$ cat src/rtl/gsa_slot_ram.sv
// gsa_slot_ram: single-port-write, single-port-read slot word memory.
// Read data registered. No dependencies.
module gsa_slot_ram #(
	parameter int DEPTH = 256,
	parameter int WIDTH = 18
) (
	input  logic                     clk,
	input  logic                     rd_en,
	input  logic [$clog2(DEPTH)-1:0] rd_addr,
	output logic [WIDTH-1:0]         rd_data,
	input  logic                     wr_en,
	input  logic [$clog2(DEPTH)-1:0] wr_addr,
	input  logic [WIDTH-1:0]         wr_data
);

	logic [WIDTH-1:0] mem [DEPTH];
	logic [WIDTH-1:0] rd_data_q;

	always_ff @(posedge clk) begin
		if (wr_en) begin
			mem[wr_addr] <= wr_data;
		end
		if (rd_en) begin
			rd_data_q <= mem[rd_addr];
		end
	end

	assign rd_data = rd_data_q;

endmodule

$ cat config.mk
export PLATFORM = sky130hd
export DESIGN_NAME = gsa_slot_ram
export DESIGN_NICKNAME = d
export VERILOG_FILES = /design/src/rtl/gsa_slot_ram.sv
export SDC_FILE = /design/constraint.sdc
export NUM_CORES = 2
export LEC_CHECK = 0
export BUFFER_PORTS_ARGS = -buffer_cell sky130_fd_sc_hd__buf_2
export CORE_UTILIZATION = 45
export CTS_CLUSTER_SIZE = 8
export DETAILED_ROUTE_END_ITERATION = 6
export MAX_ROUTING_LAYER = met4
export PLACE_DENSITY_LB_ADDON = 0.1
export SYNTH_ARGS = -nofsm -noshare
export SYNTH_HDL_FRONTEND = slang
export SYNTH_MEMORY_MAX_BITS = 65536
export SYNTH_SLANG_ARGS = --single-unit
export TNS_END_PERCENT = 5
$ cat constraint.sdc
create_clock -name clk -period 6.6 [get_ports clk]
set_input_delay 0.99 -clock clk [delete_from_list [all_inputs] [get_ports clk]]
set_output_delay 0.99 -clock clk [all_outputs]
set_load 0.005 [all_outputs]
==> impl_results.md <==
* Cell family with most CP delay: buffers and inverters
* Area growth from synthesis to layout at 14.7%
* DRC errors left at 0
* Kind of critical path: in -> reg
* Ys async rst share at 0
* #FFs+latches synth at 4626
* Slew @ Worst Pin at 1.37 ns
* Vias in the first global route at 89300
* CP startpoint kind: input pin
* Port bufs at 54
* Hold Path Class: in -> reg
* Placer congestion estimate at 0.843
* Setup tns final at 0 ns
* Worst reg-to-reg setup slack at 3.38 ns
* Rows at 230
* Worst setup EP type: register
* GRT Residual Overflow at 0
* Critical Path RT at 7.39 ns
* Unique cell type count in the Yosys netlist at 40
* Routed Antenna Nets at 0
* Worst-path clk slew at 0.05 ns
* CORE AREA at 0.393 mm^2
* Reg2reg start: mem[27][17]
* DR vias at 89300
* Cell repeated most along the worst path: buf_12
* Layout cell share with drive strength beyond 1 at 0.259
* Htree depth at 6
* Mapped Avg Cell Area at 21.5 um^2
* Seq/Total Area, Yosys at 0.779
* Clk sinks at 4626
* Total global routing track utilization at 0.264
* Dpl cells at 13500
* Post-DP Area at 0.187 mm^2
* Pre-Repair DR Iteration Count at 6
* Dominant synthesized flop cell: edfxtp_1
* Syn Inst Count at 8281
* Final hold viol count at 0
* Number of synthesized flops with an enable pin at 4626
* Min-delay src: wr_data[10]
* Synthesized net count at 8318
* Final Non-Filler Cells at 14300
* CP peak stage delay at 0.88 ns
* Resized Gates After CTS at 0
* Outcome: complete, no violations
* Pwr Density at 318 mW/mm^2
* Setup-failing EPs final at 0
* Routed wire per std cell at 36.1 um
* Fmax at 242 MHz
* WHS Endpoint: mem[173][10]
* Syn Std Cell Area at 0.178 mm^2
* Crit path arrival time at 4.92 ns
* Cells on Worst Hold Path at 1
* Design Area, Final at 0.205 mm^2
* Crit path buf inv count at 4
* Max_cap viols at 0
* Initial Util at 0.454
* Clk buf depth at 4
* Yosys warnings at 0
* R2r endpoint: rd_data[17]
* Post-CTS Setup Bufs at 0
* Global-route wire length before repair at 716000 um
* Root buffer cell: clkbuf_16
* Leading cell type by number of instances after synthesis: edfxtp_1
* CP max stage cell: nor3_1
* Worst r2r path cells at 5
* Top post-synthesis cells by area: edfxtp_1, mux4_2, mux2i_1
* Die Span X at 632 um
* Final min period at 4.13 ns
* Nets at 8981
* Initial antenna violation count at 33
* Max FO, Critical Path at 64
* I/O pins at 55
* CTS tree: yes
* Final slew viol count at 0
* Part of the cycle the worst path needs at 0.626
* Hold-fix buffers at CTS at 0
* Die height at 632 um
* Worst skew pair latency at 1.07 ns
* Top post-synthesis cells by count: edfxtp_1, mux4_2, mux2i_1
* Peak supply drop at 285 uV
* WL final at 514000 um
* Crit-path cells: buf_8, buf_12, buf_12, buf_4, mux4_2, mux2i_1, o22ai_1, nor3_1, a22o_1, nor4_2
* Largest net degree at the start of global routing at 185
* Post-DP HPWL at 299000 um
* Via/cell ratio at 6.26
* P_leak at 0.0651 uW
* Critical path depth in cells at 10
* DRT iter0 DRCs at 10400
* Inserted Clock Buffers at 649
* Unrepaired setup endpoints after global routing: no
* Area leader, netlist: edfxtp_1
* Fin Clk Skew at 0.0499 ns
* Worst slew margin at 0.0767
* Top cell type's share of synthesized area at 0.779
* Die Area at 0.399 mm^2
[layout by cell type (no fill, tap or decap), types with 28 or more instances in the layout]
cell       count
edfxtp_1    4626
mux4_2       864
mux2i_1      792
clkbuf_16    652
buf_4        396
o221ai_1     317
o22ai_1      238
a21oi_1      190
nor2_2       165
nor3_1       157
nor2_1        84
nand2_1       80
buf_12        59
a22oi_1       51
nor2_4        41
buf_2         31
diode_2       28
[state kept, by name, summed over array words and instances (netlist names)]
register / count
mem: 4608
rd_data: 18
[per-layer routing]
layer / up-vias / part of all wire / wire length [um] / GRT usage
met4: 0 / 0.027 / 13700 / 0.0690
met5: - / 0 / 0 / -
li1: 36300 / - / - / -
met1: 48400 / 0.42 / 215000 / 0.366
met3: 741 / 0.070 / 36200 / 0.0380
met2: 3889 / 0.48 / 249000 / 0.415
[stage by stage]
stage | power [uW] | hold WS [ns] | utilization | setup WS [ns]
6_report | 65000 | 0.392 | 0.520 | 2.47
5_1_grt | 66800 | 0.397 | 0.520 | 2.40
4_1_cts | 65500 | 0.362 | 0.520 | 2.53
3_5_place_dp | 36200 | 1.10 | 0.476 | 1.39
3_3_place_gp | 36200 | 1.08 | 0.476 | 1.28
2_1_floorplan | 34700 | 0.963 | - | 3.36
[worst register-to-register path: cells and delay by family (launching register included)]
family | cells | cell delay [ns]
and+or+nand+nor | 1 | 0.12
DFF | 1 | 0.35
muxes | 2 | 1.05
AOI/OAI and AO/OA | 2 | 1.44
[how the worst max path moves through the flow]
stage	from	end
2_1_floorplan	wr_addr[3]	mem[235][0]
3_3_place_gp	rd_addr[0]	rd_data[2]
3_5_place_dp	rd_addr[1]	rd_data[9]
4_1_cts	rd_addr[1]	rd_data[9]
5_1_grt	rd_addr[0]	rd_data[3]
6_report	rd_addr[1]	rd_data[9]
[cell type report]
type	count	area (um^2)
multi-input cells	3155	37200
flip-flops and latches	4626	139000
clock buffers	657	16300
fillers	30400	189000
inverters	4	27.5
repair buffers	508	4630
diodes	28	70.1
clock inverters	58	971
well taps	5220	6530
[power by group]
| part | leakage (uW) | total, uW | internal [uW] | switching (uW) |
|---|---|---|---|---|
| Clock | 0.00847 | 29400 | 17400 | 11900 |
| Sequential | 0.0416 | 32500 | 32500 | 51.5 |
| Combinational | 0.0150 | 3110 | 1000 | 2110 |
| Total | 0.0651 | 65000 | 50900 | 14100 |
[logic make-up after synthesis]
logic type,synth area share
mux,0.154
buf+inv,0.0172
compound gates,0.0340
simple gates,0.0166
flops,0.779
No activity file was read; power rests on OpenSTA's default activity.
